### config.mk
export PLATFORM = sky130hd
export DESIGN_NAME = encoder_and_button_input_core
export DESIGN_NICKNAME = d
export VERILOG_FILES = /design/src/ebi_pkg.sv /design/src/ebi_ctrl.sv /design/src/ebi_datapath.sv /design/src/encoder_and_button_input_core.sv
export SDC_FILE = /design/constraint.sdc
export NUM_CORES = 1
export LEC_CHECK = 0
export BUFFER_PORTS_ARGS = -buffer_cell sky130_fd_sc_hd__buf_2
export CORE_ASPECT_RATIO = 0.8
export CORE_MARGIN = 8
export CORE_UTILIZATION = 30
export DETAILED_ROUTE_END_ITERATION = 10
export PLACE_DENSITY = 0.57
export SYNTH_ARGS = -nofsm -noshare
export SYNTH_HDL_FRONTEND = slang
export SYNTH_SLANG_ARGS = --single-unit
### constraint.sdc
create_clock -name clk_i -period 5.21 [get_ports clk_i]
set_clock_uncertainty 0.15 [all_clocks]
set_input_delay 0.521 -clock clk_i [delete_from_list [all_inputs] [get_ports clk_i]]
set_output_delay 0.521 -clock clk_i [all_outputs]
set_load 0.1 [all_outputs]
### src/ebi_pkg.sv
// shared types and constants of the encoder and button input block
`timescale 1ns / 1ps

package ebi_pkg;

  // item codes
  localparam logic [1:0] OP_TICK = 2'd0;
  localparam logic [1:0] OP_ENC  = 2'd1;
  localparam logic [1:0] OP_BTN  = 2'd2;

  // configuration register indexes
  localparam logic [2:0] CFG_RES    = 3'd0;
  localparam logic [2:0] CFG_SHORT  = 3'd1;
  localparam logic [2:0] CFG_LONG   = 3'd2;
  localparam logic [2:0] CFG_AUTO   = 3'd3;
  localparam logic [2:0] CFG_REPEAT = 3'd4;
  localparam logic [2:0] CFG_A      = 3'd5;
  localparam logic [2:0] CFG_B      = 3'd6;

  localparam int unsigned CFG_IDX_W  = 3;
  localparam int unsigned CFG_DATA_W = 16;

  // configuration reset values
  localparam logic signed [5:0] RES_RST    = 6'sd4;
  localparam logic [14:0]       SHORT_RST  = 15'd20;
  localparam logic [14:0]       LONG_RST   = 15'd600;
  localparam logic [14:0]       AUTO_RST   = 15'd150;
  localparam logic [7:0]        REPEAT_RST = 8'h00;
  localparam logic [7:0]        A_RST      = 8'h01;
  localparam logic [7:0]        B_RST      = 8'h02;

  localparam logic signed [15:0] PRESS_MAX = 16'sh7FFF;

  // restoring divider: one quotient bit per cycle over the 8 bit count
  localparam int unsigned     DIV_STEPS = 8;
  localparam int unsigned     DIV_CNT_W = $clog2(DIV_STEPS);
  localparam logic [DIV_CNT_W-1:0] DIV_LAST = DIV_CNT_W'(DIV_STEPS - 1);

  typedef struct packed {
    logic [1:0] op;
    logic [7:0] bus_sample;
  } in_item_t;

  typedef struct packed {
    logic signed [7:0] encoder_steps;
    logic [7:0]        button_code;
    logic              long_flag;
  } out_item_t;

  typedef struct packed {
    logic tick;
    logic rd_btn;
    logic rd_enc_zero;
    logic div_load;
    logic div_step;
    logic div_finish;
    logic load_out;
  } ebi_cmd_t;

  typedef struct packed {
    logic res_zero;
  } ebi_status_t;

  typedef enum logic [3:0] {
    S_IDLE = 4'b0001,
    S_DIV  = 4'b0010,
    S_FIN  = 4'b0100,
    S_PUSH = 4'b1000
  } ebi_state_e;

  // next phase code of the forward Gray sequence 00 -> 01 -> 11 -> 10 -> 00
  function automatic logic [1:0] gray_next(input logic [1:0] p);
    gray_next = {p[0], ~p[1]};
  endfunction

endpackage

### src/ebi_ctrl.sv
// controller state machine: item sequencing, divider steps, output beat
`timescale 1ns / 1ps

module ebi_ctrl (
  input  logic                clk_i,
  input  logic                rst_ni,
  input  logic                in_valid_i,
  input  logic [1:0]          op_i,
  input  ebi_pkg::ebi_status_t status_i,
  input  logic                out_stall_i,
  output logic                in_stall_o,
  output logic                out_valid_o,
  output ebi_pkg::ebi_cmd_t   cmd_o
);

  ebi_pkg::ebi_state_e state_q, state_d;
  logic [ebi_pkg::DIV_CNT_W-1:0] cnt_q, cnt_d;
  logic out_valid_q, out_valid_d;
  logic accept;
  logic out_free;

  assign accept   = in_valid_i && (state_q == ebi_pkg::S_IDLE);
  assign out_free = !out_valid_q || !out_stall_i;

  always_comb begin
    state_d = state_q;
    cnt_d   = cnt_q;
    cmd_o   = '0;
    unique case (state_q)
      ebi_pkg::S_IDLE: begin
        if (accept) begin
          unique case (op_i)
            ebi_pkg::OP_TICK: cmd_o.tick = 1'b1;
            ebi_pkg::OP_BTN: begin
              cmd_o.rd_btn = 1'b1;
              state_d      = ebi_pkg::S_PUSH;
            end
            ebi_pkg::OP_ENC: begin
              if (status_i.res_zero) begin
                cmd_o.rd_enc_zero = 1'b1;
                state_d           = ebi_pkg::S_PUSH;
              end else begin
                cmd_o.div_load = 1'b1;
                cnt_d          = '0;
                state_d        = ebi_pkg::S_DIV;
              end
            end
            default: ;
          endcase
        end
      end
      ebi_pkg::S_DIV: begin
        cmd_o.div_step = 1'b1;
        cnt_d          = cnt_q + 1'b1;
        if (cnt_q == ebi_pkg::DIV_LAST) begin
          state_d = ebi_pkg::S_FIN;
        end
      end
      ebi_pkg::S_FIN: begin
        cmd_o.div_finish = 1'b1;
        state_d          = ebi_pkg::S_PUSH;
      end
      ebi_pkg::S_PUSH: begin
        if (out_free) begin
          cmd_o.load_out = 1'b1;
          state_d        = ebi_pkg::S_IDLE;
        end
      end
      default: state_d = ebi_pkg::S_IDLE;
    endcase
  end

  always_comb begin
    out_valid_d = out_valid_q;
    if (cmd_o.load_out) begin
      out_valid_d = 1'b1;
    end else if (!out_stall_i) begin
      out_valid_d = 1'b0;
    end
  end

  always_ff @(posedge clk_i or negedge rst_ni) begin
    if (!rst_ni) begin
      state_q     <= ebi_pkg::S_IDLE;
      cnt_q       <= '0;
      out_valid_q <= 1'b0;
    end else begin
      state_q     <= state_d;
      cnt_q       <= cnt_d;
      out_valid_q <= out_valid_d;
    end
  end

  assign in_stall_o  = (state_q != ebi_pkg::S_IDLE);
  assign out_valid_o = out_valid_q;

endmodule

### src/ebi_datapath.sv
// datapath: configuration, encoder decoding, press timing, divider, result registers
`timescale 1ns / 1ps

module ebi_datapath (
  input  logic                            clk_i,
  input  logic                            rst_ni,
  input  logic                            cfg_we_i,
  input  logic [ebi_pkg::CFG_IDX_W-1:0]   cfg_index_i,
  input  logic [ebi_pkg::CFG_DATA_W-1:0]  cfg_data_i,
  input  logic [7:0]                      bus_sample_i,
  input  ebi_pkg::ebi_cmd_t               cmd_i,
  output ebi_pkg::ebi_status_t            status_o,
  output ebi_pkg::out_item_t              out_data_o
);

  // configuration
  logic signed [5:0] res_q;
  logic [14:0] short_q, long_q, auto_q;
  logic [7:0]  repeat_q, a_mask_q, b_mask_q;

  // block state
  logic signed [7:0]  step_q, step_d;
  logic [1:0]         phase_q, phase_d;
  logic signed [15:0] press_q, press_d;
  logic [7:0]         prev_btn_q, prev_btn_d;
  logic [7:0]         pend_btn_q, pend_btn_d;
  logic               pend_long_q, pend_long_d;

  // divider
  logic [7:0] quot_q;
  logic [5:0] rem_q;
  logic [5:0] dmag_q;
  logic       neg_n_q, neg_d_q;

  ebi_pkg::out_item_t res_item_q;
  ebi_pkg::out_item_t out_q;

  logic [7:0]         bus;
  logic               dec_en;
  logic [1:0]         now_phase;
  logic [7:0]         btn;
  logic signed [15:0] press_inc;
  logic               hit_long;
  logic signed [16:0] upper;
  logic signed [16:0] press_x;
  logic               short_win;
  logic [6:0]         trial;
  logic               fits;
  logic [7:0]         quot_signed;
  logic [7:0]         rem_ext;

  always_ff @(posedge clk_i or negedge rst_ni) begin
    if (!rst_ni) begin
      res_q    <= ebi_pkg::RES_RST;
      short_q  <= ebi_pkg::SHORT_RST;
      long_q   <= ebi_pkg::LONG_RST;
      auto_q   <= ebi_pkg::AUTO_RST;
      repeat_q <= ebi_pkg::REPEAT_RST;
      a_mask_q <= ebi_pkg::A_RST;
      b_mask_q <= ebi_pkg::B_RST;
    end else if (cfg_we_i) begin
      priority case (cfg_index_i)
        ebi_pkg::CFG_RES:    res_q    <= $signed(cfg_data_i[5:0]);
        ebi_pkg::CFG_SHORT:  short_q  <= cfg_data_i[14:0];
        ebi_pkg::CFG_LONG:   long_q   <= cfg_data_i[14:0];
        ebi_pkg::CFG_AUTO:   auto_q   <= cfg_data_i[14:0];
        ebi_pkg::CFG_REPEAT: repeat_q <= cfg_data_i[7:0];
        ebi_pkg::CFG_A:      a_mask_q <= cfg_data_i[7:0];
        ebi_pkg::CFG_B:      b_mask_q <= cfg_data_i[7:0];
        default: ;
      endcase
    end
  end

  assign status_o.res_zero = (res_q == '0);

  // tick sample decoding
  assign bus       = ~bus_sample_i;
  assign dec_en    = !status_o.res_zero;
  assign now_phase = {|(bus & b_mask_q), |(bus & a_mask_q)};
  assign btn       = dec_en ? (bus & ~(a_mask_q | b_mask_q)) : bus;

  assign press_inc = (press_q != ebi_pkg::PRESS_MAX) ? press_q + 16'sd1 : press_q;
  assign hit_long  = (press_inc == $signed({1'b0, long_q}));
  assign upper     = $signed({2'b00, long_q}) - $signed({2'b00, auto_q});
  assign press_x   = {press_q[15], press_q};
  assign short_win = (press_x > $signed({2'b00, short_q})) && (press_x < upper);

  // restoring division step on magnitudes
  assign trial       = {rem_q, quot_q[7]};
  assign fits        = (trial >= {1'b0, dmag_q});
  assign quot_signed = (neg_n_q ^ neg_d_q) ? (8'd0 - quot_q) : quot_q;
  assign rem_ext     = {2'b00, rem_q};

  always_comb begin
    step_d      = step_q;
    phase_d     = phase_q;
    press_d     = press_q;
    prev_btn_d  = prev_btn_q;
    pend_btn_d  = pend_btn_q;
    pend_long_d = pend_long_q;
    if (cmd_i.tick) begin
      if (dec_en) begin
        if (now_phase == ebi_pkg::gray_next(phase_q)) begin
          step_d = step_q + 8'sd1;
        end else if (phase_q == ebi_pkg::gray_next(now_phase)) begin
          step_d = step_q - 8'sd1;
        end
        phase_d = now_phase;
      end
      if (btn != '0) begin
        if (btn == prev_btn_q) begin
          press_d = press_inc;
          if (hit_long) begin
            pend_btn_d  = prev_btn_q;
            pend_long_d = 1'b1;
            if ((btn & repeat_q) != '0) begin
              press_d = press_inc - $signed({1'b0, auto_q});
            end
          end
        end
      end else begin
        if (short_win) begin
          pend_btn_d = prev_btn_q;
        end
        press_d = '0;
      end
      prev_btn_d = btn;
    end
    if (cmd_i.rd_btn) begin
      pend_btn_d  = '0;
      pend_long_d = 1'b0;
    end
    if (cmd_i.rd_enc_zero) begin
      step_d = '0;
    end
    if (cmd_i.div_finish) begin
      step_d = neg_n_q ? $signed(8'd0 - rem_ext) : $signed(rem_ext);
    end
  end

  always_ff @(posedge clk_i or negedge rst_ni) begin
    if (!rst_ni) begin
      step_q      <= '0;
      phase_q     <= '0;
      press_q     <= '0;
      prev_btn_q  <= '0;
      pend_btn_q  <= '0;
      pend_long_q <= 1'b0;
    end else begin
      step_q      <= step_d;
      phase_q     <= phase_d;
      press_q     <= press_d;
      prev_btn_q  <= prev_btn_d;
      pend_btn_q  <= pend_btn_d;
      pend_long_q <= pend_long_d;
    end
  end

  always_ff @(posedge clk_i) begin
    if (cmd_i.div_load) begin
      neg_n_q <= step_q[7];
      neg_d_q <= res_q[5];
      quot_q  <= step_q[7] ? (8'd0 - step_q) : step_q;
      dmag_q  <= res_q[5] ? (6'd0 - res_q) : res_q;
      rem_q   <= '0;
    end else if (cmd_i.div_step) begin
      rem_q  <= fits ? 6'(trial - {1'b0, dmag_q}) : trial[5:0];
      quot_q <= {quot_q[6:0], fits};
    end
  end

  always_ff @(posedge clk_i) begin
    if (cmd_i.rd_btn) begin
      res_item_q.encoder_steps <= '0;
      res_item_q.button_code   <= pend_btn_q;
      res_item_q.long_flag     <= pend_long_q;
    end else if (cmd_i.rd_enc_zero) begin
      res_item_q.encoder_steps <= step_q;
      res_item_q.button_code   <= '0;
      res_item_q.long_flag     <= 1'b0;
    end else if (cmd_i.div_finish) begin
      res_item_q.encoder_steps <= $signed(quot_signed);
      res_item_q.button_code   <= '0;
      res_item_q.long_flag     <= 1'b0;
    end
  end

  // output register, holds while the receiver stalls
  always_ff @(posedge clk_i) begin
    if (cmd_i.load_out) begin
      out_q <= res_item_q;
    end
  end

  assign out_data_o = out_q;

endmodule

### src/encoder_and_button_input_core.sv
// top level of the encoder and button input block
`timescale 1ns / 1ps

// usage:
// input channel (in_valid_i / in_stall_o / in_data_i) takes one beat per item:
// a tick sample, a read of encoder steps or a read of the latched button command.
// a tick is absorbed in the cycle of acceptance and gives no result; the block
// is ready for the next beat in the following cycle.
// a button read, or an encoder read with resolution zero, shows its result on
// out_valid_o once the output register takes it, and the block is ready again then.
// an encoder read with nonzero resolution runs a restoring divider, one
// quotient bit a cycle over the 8 bit count, then a finish step and the output
// push; the input side stalls until the result is in the output register.
// results leave through an output register (out_valid_o / out_stall_i /
// out_data_o): while the receiver stalls the beat holds, and ticks are still
// taken; a further read waits in the block until the register frees.
// the configuration channel (cfg_valid_i / cfg_ready_o) is always ready; it is to be
// written only while the block is idle, which the block itself does not enforce.
// reset clears the control and block state and loads the register defaults, but not
// the divider, result and output data registers; no result is pending after reset.
module encoder_and_button_input_core (
  input  logic                            clk_i,
  input  logic                            rst_ni,
  input  logic                            in_valid_i,
  output logic                            in_stall_o,
  input  ebi_pkg::in_item_t               in_data_i,
  output logic                            out_valid_o,
  input  logic                            out_stall_i,
  output ebi_pkg::out_item_t              out_data_o,
  input  logic                            cfg_valid_i,
  output logic                            cfg_ready_o,
  input  logic [ebi_pkg::CFG_IDX_W-1:0]   cfg_index_i,
  input  logic [ebi_pkg::CFG_DATA_W-1:0]  cfg_data_i
);

  ebi_pkg::ebi_cmd_t    cmd;
  ebi_pkg::ebi_status_t status;

  assign cfg_ready_o = 1'b1;

  ebi_ctrl u_ctrl (
    .clk_i       (clk_i),
    .rst_ni      (rst_ni),
    .in_valid_i  (in_valid_i),
    .op_i        (in_data_i.op),
    .status_i    (status),
    .out_stall_i (out_stall_i),
    .in_stall_o  (in_stall_o),
    .out_valid_o (out_valid_o),
    .cmd_o       (cmd)
  );

  ebi_datapath u_datapath (
    .clk_i        (clk_i),
    .rst_ni       (rst_ni),
    .cfg_we_i     (cfg_valid_i && cfg_ready_o),
    .cfg_index_i  (cfg_index_i),
    .cfg_data_i   (cfg_data_i),
    .bus_sample_i (in_data_i.bus_sample),
    .cmd_i        (cmd),
    .status_o     (status),
    .out_data_o   (out_data_o)
  );

endmodule

==> metrics.cfg, run 1 <==
[outcome]
status=finished, final reports clean

[yosys]
ys.flop_type=dfrtp_1
netlist_area_um2=11800
synth_common_cells=dfrtp_1 (112), nand2_1 (111), inv_1 (95)
syn_inst=1254
synth_warnings=0
synth_edf_count=42
synth_most_common_cell=dfrtp_1
synth_top_area_share_pct=23.7
synth_nets=1375
ys_ff_latch=182
syn_avg_cell_area_um2=9.44
ys_async_sr_fraction_pct=69.2
synth.distinct_cells=87
yosys.area.top_type=dfrtp_1
synth_area_leaders=dfrtp_1 (24%), edfxtp_1 (11%), ha_1 (8.8%)
synth_seq_area_share_pct=39.8

[setup_path]
crit_type=flip-flop to flip-flop
cp-startpoint=u_datapath.auto_q[1]$_DFFE_PN1P_
regToRegStartpoint=u_datapath.auto_q[1]$_DFFE_PN1P_
path_max_fanout=8
required_ns=5.44
end_kind=flip-flop
start_kind=flip-flop
endpoint=u_datapath.pend_btn_q[6]$_DFFE_PN0P_
rrSetupSlack_ns=0.45
cp.arrival_ns=4.99
r2r_cells=18
rr_endpoint=u_datapath.pend_btn_q[6]$_DFFE_PN0P_

[timing]
tightest_slew_ns=1.06
finalCriticalPeriod_ns=4.76
rsz0062_at_grt=no
max_slew_margin_pct=28.8
fmax_mhz=210
drv_slew=0
finalSetupTns_ns=0
period_share_pct=91.4
setup_viol=0
hold_viol=0

[power]
leakagePower_uw=0.00575
power_density_nw_per_um2=427
p_total_uw=5690
irDropWorstVdd_mv=0.219

[placement]
portBuffers=51
place.gp.congestion=0.905
hpwl_um=24800
dpl_cell_area_um2=12700

[cts]
clock_sinks=182
ctsLongestPathBuffers=2
clkLatencyLatePin_ns=0.46
cts_htree_levels=4
post_cts_buffers=0
clk_pin_slew_worst_paths_ns=0.09
cts_tree=yes
postCtsResizedCells=0
cts_inserted_buffers=17
cts_root_buf=clkbuf_16
hold_buffers=0

[route]
drc=0
drtAntennaViolNets=0
num_vias=9455
dr.pass1.iters=5
wirelength_um=32600
drt_iter0_markers=858
post_drt_wl_per_cell_um=17.7
vias_per_cell=5.14

[layout]
areaGrowthSynthToFinish_pct=12.8
final_nets=1410
final_area_um2=13300
drive_gt1_share_pct=15.0

[floorplan]
coreArea_um2=39200
start_util_pct=30.2
die_h_um=194
io_pins=54
rows=65
die_w_um=238
die-area_um2=46100

[grt]
grt_pass1_wl_um=51400
use_met2_pct=20.2
antenna_found_initial=4
use_met1_pct=20.8
grt_usage_pct=14.0
grtUsageMet3_pct=3.05
grt_busiest_layer=met1
grt_pass1_vias=8906
grt_start_max_net_pins=94
grt-ovfl-total=0

[run]
cap_viol_max_count=0

[min_path]
min-delay-path-class=primary input to async pin

## registers in the layout (all words and copies together), names as in the netlist, 15 cells and up
register               count
u_datapath.out_data_o     17
u_datapath.res_item_q     17
u_datapath.press_q        16
u_datapath.auto_q         15
u_datapath.long_q         15
u_datapath.short_q        15
## cells in the final DEF, fill, tap and decap left out, types with 17 or more instances in the layout
| cell | instances |
|---|---|
| nand3_1 | 29 |
| o21ai_0 | 90 |
| inv_1 | 95 |
| a22oi_1 | 20 |
| xor2_1 | 28 |
| buf_2 | 50 |
| nand4_1 | 31 |
| dfrtp_1 | 112 |
| edfxtp_1 | 42 |
| xnor2_1 | 36 |
| mux2_2 | 54 |
| nor2_1 | 58 |
| clkbuf_16 | 17 |
| nor3_1 | 42 |
| a21oi_1 | 74 |
| nand2_1 | 111 |
| ha_1 | 83 |
## critical path: stages (launching register included)
cell and delay (ns):
dfstp_2 0.56, inv_1 0.10, ha_1 0.30, nor2b_1 0.13, o21a_1 0.18, o21ai_0 0.29
a21oi_1 0.15, a211o_1 0.30, o41ai_1 0.47, o21a_1 0.24, xor2_1 0.15, ha_1 0.26
nor2b_1 0.13, o21ai_0 0.15, a31oi_1 0.11, a311oi_1 0.21, o2111ai_1 0.21, and2_0 0.37
o21ai_1 0.21
## cells by family after synthesis
| family | after synthesis | share of synthesized area [%] |
|---|---|---|
| and+or+nand+nor | 398 | 18.1 |
| AOI/OAI and AO/OA | 309 | 16.4 |
| DFF | 182 | 39.8 |
| buffers and inverters | 146 | 4.94 |
| adders and majority gates | 87 | 9.45 |
| xor gates and xnor gates | 67 | 5.31 |
| muxes | 64 | 5.98 |
| other | 1 | 0.0317 |
## metal layers
layer / part of all wire (%) / wire, µm
met5: 0.10 / 34
met4: 1.2 / 385
met3: 5.7 / 1860
met2: 42 / 13800
met1: 51 / 16500
## power by group
part           leakage, µW  switching, µW  internal (µW)
clock network     0.000318            745            690
logic              0.00338           1270            905
registers          0.00205            312           1770
## how the worst min path moves through the flow
stage	startpoint	to	slack (ns)	cells after the start
final	rst_ni	u_datapath.short_q[11]$_DFFE_PN0P_	0.04	1
after global placement	u_datapath.res_item_q[3]$_SDFFCE_PN0P_	u_datapath.out_data_o[3]$_DFFE_PP_	0.26	0
after floorplan	rst_ni	u_ctrl.cnt_q[0]$_DFFE_PN0P_	0.08	0
after CTS	rst_ni	u_datapath.press_q[13]$_DFFE_PN0P_	0.06	1
after global routing	rst_ni	u_datapath.long_q[12]$_DFFE_PN0P_	0.08	1
after detailed placement	u_datapath.res_item_q[4]$_SDFFCE_PN0P_	u_datapath.out_data_o[4]$_DFFE_PP_	0.25	0
## layout make-up
type	instances	area (µm²)
antenna	2	5.00
clock buffer	17	425
clock inverter	15	236
fill	4066	25900
inverter	95	357
multi-input combinational	926	6560
sequential	182	4710
tap	536	671
timing repair buffer	67	382
## stage by stage
step	setup slack (ns)	hold slack, ns	instances	util (%)
final	0.450	0.0413	1840	34.0
after global routing	0.156	0.0822	1840	34.0
after CTS	0.434	0.0571	1838	34.0
after detailed placement	0.473	0.255	1806	32.3
after global placement	0.528	0.256	1806	32.3
after floorplan	0.921	0.0754	1254	-
(Power assumes the default switching activity.)
==> inputs of run 2 (changes only) <==
- CORE_ASPECT_RATIO: 0.8 -> 1.5
- SKIP_CTS_REPAIR_TIMING: unset -> 1
==> run 2 against run 1 <==
Effect of this change: the flow now finishes with violations (hold timing); combinational power about the same; critical path depth stayed put; setup slack gained 0.029 ns; worst hold slack got worse by 0.058 ns; utilization is 0.20 points lower; first-iteration DRC count fell by 22%; largest power group unchanged.
==> metrics.cfg, run 2 (synthesis gave the netlist of run 1 again) <==
[timing]
setup_viol=0  ; unchanged
period_share_pct=90.8  ; -0.55 points
finalCriticalPeriod_ns=4.73  ; -0.0288 ns
tightest_slew_ns=1.05  ; -0.0141 ns
max_slew_margin_pct=29.7  ; +0.84 points
rsz0062_at_grt=no
whs_ns=-0.0163  ; -0.0576 ns
drv_slew=0  ; unchanged
finalSetupTns_ns=0  ; unchanged
fmax_mhz=211  ; +0.61%
hold_viol=20  ; +20

[placement]
dpl_cell_area_um2=12700  ; -0.12%
hpwl_um=25600  ; +3.1%
place_inst=1774  ; -1.8%
place.gp.congestion=0.950  ; +5.0%
portBuffers=51  ; unchanged

[layout]
layout_commonest_cell=dfrtp_1
layout_common_cells=dfrtp_1 (112), nand2_1 (111), inv_1 (95)
antenna-diode-count=0  ; -2
final_nets=1414  ; +0.28%
drive_gt1_share_pct=14.9  ; -0.046 points
final_area_um2=13200  ; -0.87%
finalNonFillerCells=1806  ; -1.8%
nFillCells=4017  ; -1.2%
areaGrowthSynthToFinish_pct=11.8

[cts]
ctsLongestPathBuffers=2  ; unchanged
clkLatencyLatePin_ns=0.45  ; about the same
clk_pin_slew_worst_paths_ns=0.07  ; -0.02 ns
cts_inserted_buffers=17  ; unchanged
cts_root_buf=clkbuf_16
cts_tree=yes
cts_htree_levels=4  ; unchanged
clock_sinks=182  ; unchanged

[grt]
grt_pass1_wl_um=52600  ; +2.4%
antenna_found_initial=0  ; -4
grt_usage_pct=14.7  ; +0.69 points
grt_pass1_vias=9455  ; +6.2%
grt-ovfl-total=0  ; unchanged
grt_start_max_net_pins=81  ; -14%

[floorplan]
rows=89  ; +37%
die-area_um2=46200  ; +0.20%
coreArea_um2=39100  ; -0.29%
die_h_um=259  ; +34%
die_w_um=178  ; -25%
io_pins=54  ; unchanged
start_util_pct=30.3  ; +0.088 points

[power]
leakagePower_uw=0.00571  ; -0.64%
p_total_uw=5550  ; -2.5%
power_density_nw_per_um2=420  ; -1.7%
irDropWorstVdd_mv=0.302  ; +38%

[setup_path]
path_max_fanout=8  ; unchanged
cp.arrival_ns=4.95  ; -0.04 ns
end_kind=flip-flop
crit_type=flip-flop to flip-flop
start_kind=flip-flop
required_ns=5.43  ; about the same

[route]
drc=0  ; unchanged
wirelength_um=33300  ; +2.0%
dr.pass1.iters=5  ; unchanged
drtAntennaViolNets=0  ; unchanged
drt_iter0_markers=669  ; -22%
num_vias=9667  ; +2.2%
vias_per_cell=5.35  ; +4.2%
post_drt_wl_per_cell_um=18.4  ; +3.9%

[run]
cap_viol_max_count=0  ; unchanged

[outcome]
violations=hold timing
status=finished, violations left

[min_path]
min-delay-path-class=primary input to async pin

## run 2: path summary, 6_finish.rpt
path                                                        startpoint  slack, ns  cells past startpoint                                    to
worst max register to register        u_datapath.auto_q[1]$_DFFE_PN1P_       0.48                     18  u_datapath.pend_btn_q[1]$_DFFE_PN0P_
min in group clk_i                                       cfg_data_i[9]       0.16                      3     u_datapath.short_q[9]$_DFFE_PN0P_
max in group asynchronous                                       rst_ni       3.76                      2    u_datapath.repeat_q[1]$_DFFE_PN0P_
worst min-delay path                                            rst_ni      -0.02                      1    u_datapath.press_q[15]$_DFFE_PN0P_
worst min register to register  u_datapath.res_item_q[7]$_SDFFCE_PN0P_       0.27                      0    u_datapath.out_data_o[7]$_DFFE_PP_
worst max-delay path                  u_datapath.auto_q[1]$_DFFE_PN1P_       0.48                     18  u_datapath.pend_btn_q[1]$_DFFE_PN0P_
## run 2: layer usage
metal | wire length, µm | part of all wire, % | track usage (%) | vias up
met5 | 0 | 0 | 0 | -
met4 | 1360 | 4.1 | 6.69 | 0
met3 | 1220 | 3.7 | 2.05 | 77
met2 | 17900 | 54 | 27.3 | 264
met1 | 12900 | 39 | 16.1 | 4685
li1 | - | - | - | 4641
## run 2: power breakdown
part / total (µW) / switching, µW / internal (µW)
registers: 2100 / 323 / 1770
clock network: 1280 / 577 / 703
logic: 2170 / 1270 / 905
total: 5550 / 2170 / 3380
## run 2: critical path: stages (launching register included)
cell	delay [ns]
dfstp_2	0.56
inv_1	0.10
ha_1	0.30
nor2b_1	0.13
o21a_1	0.18
o21ai_0	0.25
a21oi_1	0.19
a211o_1	0.31
o41ai_1	0.46
o21a_1	0.24
xor2_1	0.15
ha_1	0.26
nor2b_1	0.14
o21ai_0	0.17
a31oi_1	0.12
a311oi_1	0.21
o2111ai_1	0.19
and2_0	0.35
o21ai_1	0.20
## run 2: metrics by stage
stage	util (%)	hold slack, ns	setup WS [ns]
global placement	32.4	0.254	0.598
floorplan	-	0.0754	0.921
detailed placement	32.4	0.258	0.551
CTS	33.8	-0.00399	0.533
global route	33.8	0.0321	0.203
finish	33.8	-0.0163	0.479
## run 2: cell type report
| cell class | instances | area [µm²] | area share, % |
|---|---|---|---|
| Inverter | 95 | 357 | 2.70 |
| Sequential cell | 182 | 4710 | 35.6 |
| Clock inverter | 13 | 133 | 1.00 |
| Multi-Input combinational cell | 926 | 6560 | 49.6 |
| Clock buffer | 19 | 433 | 3.27 |
| Tap cell | 500 | 626 | 4.73 |
| Timing Repair Buffer | 71 | 412 | 3.11 |
==> inputs of run 3 (changes only) <==
- CELL_PAD_IN_SITES_DETAIL_PLACEMENT: unset -> 1
- CELL_PAD_IN_SITES_GLOBAL_PLACEMENT: unset -> 1
- PLACE_DENSITY: 0.57 -> 0.66
==> run 3 against run 2 <==
Effect of this change: the flow still finishes with violations (hold timing); first-iteration DRC count down 42%; utilization up 0.18 points; register-to-register slack worse by 0.03 ns; setup slack worse by 0.031 ns; non-clock buffer count up 4; count of clock-buffer cells in the layout down 2; clock power up 7%; via count up 1.5%; cell count up 0.28%; sequential power about the same; worst hold slack worse by 0.021 ns; sequential cell count unchanged; critical endpoint is now u_datapath.pend_btn_q[0]$_DFFE_PN0P_.
==> metrics.cfg, run 3 (synthesis gave the netlist of run 1 again) <==
[layout]
final_util_pct=34.0  ; +0.18 points
final_nets=1418  ; +0.28%
drive_gt1_share_pct=15.5  ; +0.57 points
nFillCells=4495  ; +12%
layout_commonest_cell=dfrtp_1
areaGrowthSynthToFinish_pct=12.4
layout_common_cells=dfrtp_1 (112), nand2_1 (111), inv_1 (95)

[setup_path]
cpMaxStageDelayCell=dfstp_2
crit_path_cell_trace=inv_1 -> ha_1 -> nor2b_1 -> o21a_1 -> o21ai_0 -> a21oi_1 -> a211o_1 -> o41ai_1 -> o21a_1 -> xor2_1 -> ha_1 -> nor2b_1 -> o21ai_0 -> a31oi_1 -> a311oi_1 -> o2111ai_1 -> and2_0 -> o21ai_1
end_kind=flip-flop
critPathBufInv=1  ; unchanged
rr_endpoint=u_datapath.pend_btn_q[0]$_DFFE_PN0P_
start_kind=flip-flop
cp.arrival_ns=4.99  ; +0.04 ns
crit_type=flip-flop to flip-flop
rrSetupSlack_ns=0.45  ; -0.03 ns
path_max_fanout=8  ; unchanged
regToRegStartpoint=u_datapath.auto_q[1]$_DFFE_PN1P_
r2r_cells=18  ; unchanged
max_stage_delay_ns=0.56  ; about the same
required_ns=5.44  ; about the same
critical_path.top_delay_family=compound AO/OA/AOI/OAI gates

[route]
num_vias=9810  ; +1.5%
vias_per_cell=5.42  ; +1.2%
wirelength_um=36900  ; +11%
drc=0  ; unchanged
dr.pass1.iters=5  ; unchanged
post_drt_wl_per_cell_um=20.4  ; +11%
drt_iter0_markers=390  ; -42%
drtAntennaViolNets=0  ; unchanged

[placement]
hpwl_um=29000  ; +13%
place.gp.congestion=0.922  ; -3.0%
portBuffers=51  ; unchanged

[floorplan]
coreArea_um2=39100  ; unchanged
die_w_um=178  ; unchanged
die_h_um=259  ; unchanged
start_util_pct=30.3  ; unchanged
io_pins=54  ; unchanged
rows=89  ; unchanged
die-area_um2=46200  ; unchanged

[power]
pwr-share-comb_pct=39.2  ; about the same
power_density_nw_per_um2=428  ; +2.1%
p_total_uw=5700  ; +2.6%
leakagePower_uw=0.00576  ; +0.91%
clkPwrFrac_pct=24.0  ; +0.9 points
swShare_pct=40.0  ; +0.97 points
power_switching_uw=2280  ; +5.2%
seq_power_share_pct=36.9  ; -0.9 points
irDropWorstVdd_mv=0.386  ; +28%
p_int_uw=3420  ; +1.0%

[grt]
grt_start_max_net_pins=89  ; +9.9%
grt_pass1_wl_um=58600  ; +11%
grt_pass1_vias=10600  ; +12%
grt_usage_pct=16.4  ; +1.8 points
grt-ovfl-total=0  ; unchanged
antenna_found_initial=0  ; unchanged

[cts]
cts_inserted_buffers=17  ; unchanged
clock_sinks=182  ; unchanged
cts_root_buf=clkbuf_16
cts_htree_levels=4  ; unchanged
clkLatencyLatePin_ns=0.46  ; about the same
clk_pin_slew_worst_paths_ns=0.07  ; about the same
cts_tree=yes
ctsLongestPathBuffers=2  ; unchanged

[timing]
rsz0062_at_grt=no
whs_ns=-0.0376  ; -0.0212 ns
setup_viol=0  ; unchanged
hold_viol=11  ; -45%
drv_slew=0  ; unchanged
fmax_mhz=210  ; -0.65%
finalSetupTns_ns=0  ; unchanged
tightest_slew_ns=1.24  ; +0.196 ns
finalCriticalPeriod_ns=4.76  ; +0.0309 ns
max_slew_margin_pct=15.0  ; -15 points
period_share_pct=91.4  ; +0.59 points

[outcome]
violations=hold timing
status=finished, violations left

[run]
cap_viol_max_count=0  ; unchanged

[min_path]
min-delay-path-class=primary input to async pin

[run 3: layout make-up]
type	instances	area (µm²)	share of cell area, %
clock inverter	15	179	1.35
inverter	95	357	2.68
sequential	182	4710	35.4
clock buffer	17	425	3.20
timing repair buffer	75	442	3.32
tap	500	626	4.70
multi-input combinational	926	6560	49.3
antenna	1	2.50	0.0188
[run 3: how the worst max path moves through the flow]
stage                                           startpoint                                   end  slack (ns)  cells past startpoint
final                     u_datapath.auto_q[1]$_DFFE_PN1P_  u_datapath.pend_btn_q[0]$_DFFE_PN0P_        0.45                     18
after global routing      u_datapath.auto_q[1]$_DFFE_PN1P_  u_datapath.pend_btn_q[0]$_DFFE_PN0P_        0.05                     18
after CTS                 u_datapath.auto_q[1]$_DFFE_PN1P_  u_datapath.pend_btn_q[0]$_DFFE_PN0P_        0.38                     18
after detailed placement  u_datapath.auto_q[1]$_DFFE_PN1P_  u_datapath.pend_btn_q[0]$_DFFE_PN0P_        0.44                     18
after global placement    u_datapath.auto_q[1]$_DFFE_PN1P_  u_datapath.pend_btn_q[7]$_DFFE_PN0P_        0.58                     18
after floorplan           u_datapath.auto_q[1]$_DFFE_PN1P_  u_datapath.pend_btn_q[0]$_DFFE_PN0P_        0.92                     17
[run 3: worst reg2reg max path: stages, from the launching register on]
cell and delay, ns:
dfstp_2 0.56, inv_1 0.10, ha_1 0.30, nor2b_1 0.14
o21a_1 0.18, o21ai_0 0.24, a21oi_1 0.17, a211o_1 0.32
o41ai_1 0.46, o21a_1 0.25, xor2_1 0.19, ha_1 0.27
nor2b_1 0.13, o21ai_0 0.15, a31oi_1 0.11, a311oi_1 0.21
o2111ai_1 0.20, and2_0 0.34, o21ai_1 0.21
[run 3: per-layer routing]
metal  part of all wire [%]  wire (µm)  GRT usage [%]  vias up
met5                      0          0              0        -
met4                    5.8       2150           10.1        0
met3                    2.4        899           1.99      100
met2                     55      20400           31.5      178
met1                     36      13500           16.4     4878
li1                       -          -              -     4654
[run 3: power groups by stage]
stage / registers [µW] / clock network, µW / logic [µW]
after floorplan: 2120 / 0 / 1600
after global placement: 2110 / 0 / 2150
after detailed placement: 2130 / 0 / 2230
after CTS: 2100 / 1410 / 2260
after global routing: 2140 / 1460 / 2490
final: 2100 / 1370 / 2230
[run 3: stage by stage]
step	cells	worst slack, ns	hold WS [ns]	area [µm²]
2_1_floorplan	1254	0.921	0.0754	11800
3_3_place_gp	1778	0.579	0.255	12700
3_5_place_dp	1778	0.437	0.258	12700
4_1_cts	1810	0.380	0.00264	13300
5_1_grt	1810	0.0480	0.0348	13300
6_report	1811	0.448	-0.0376	13300
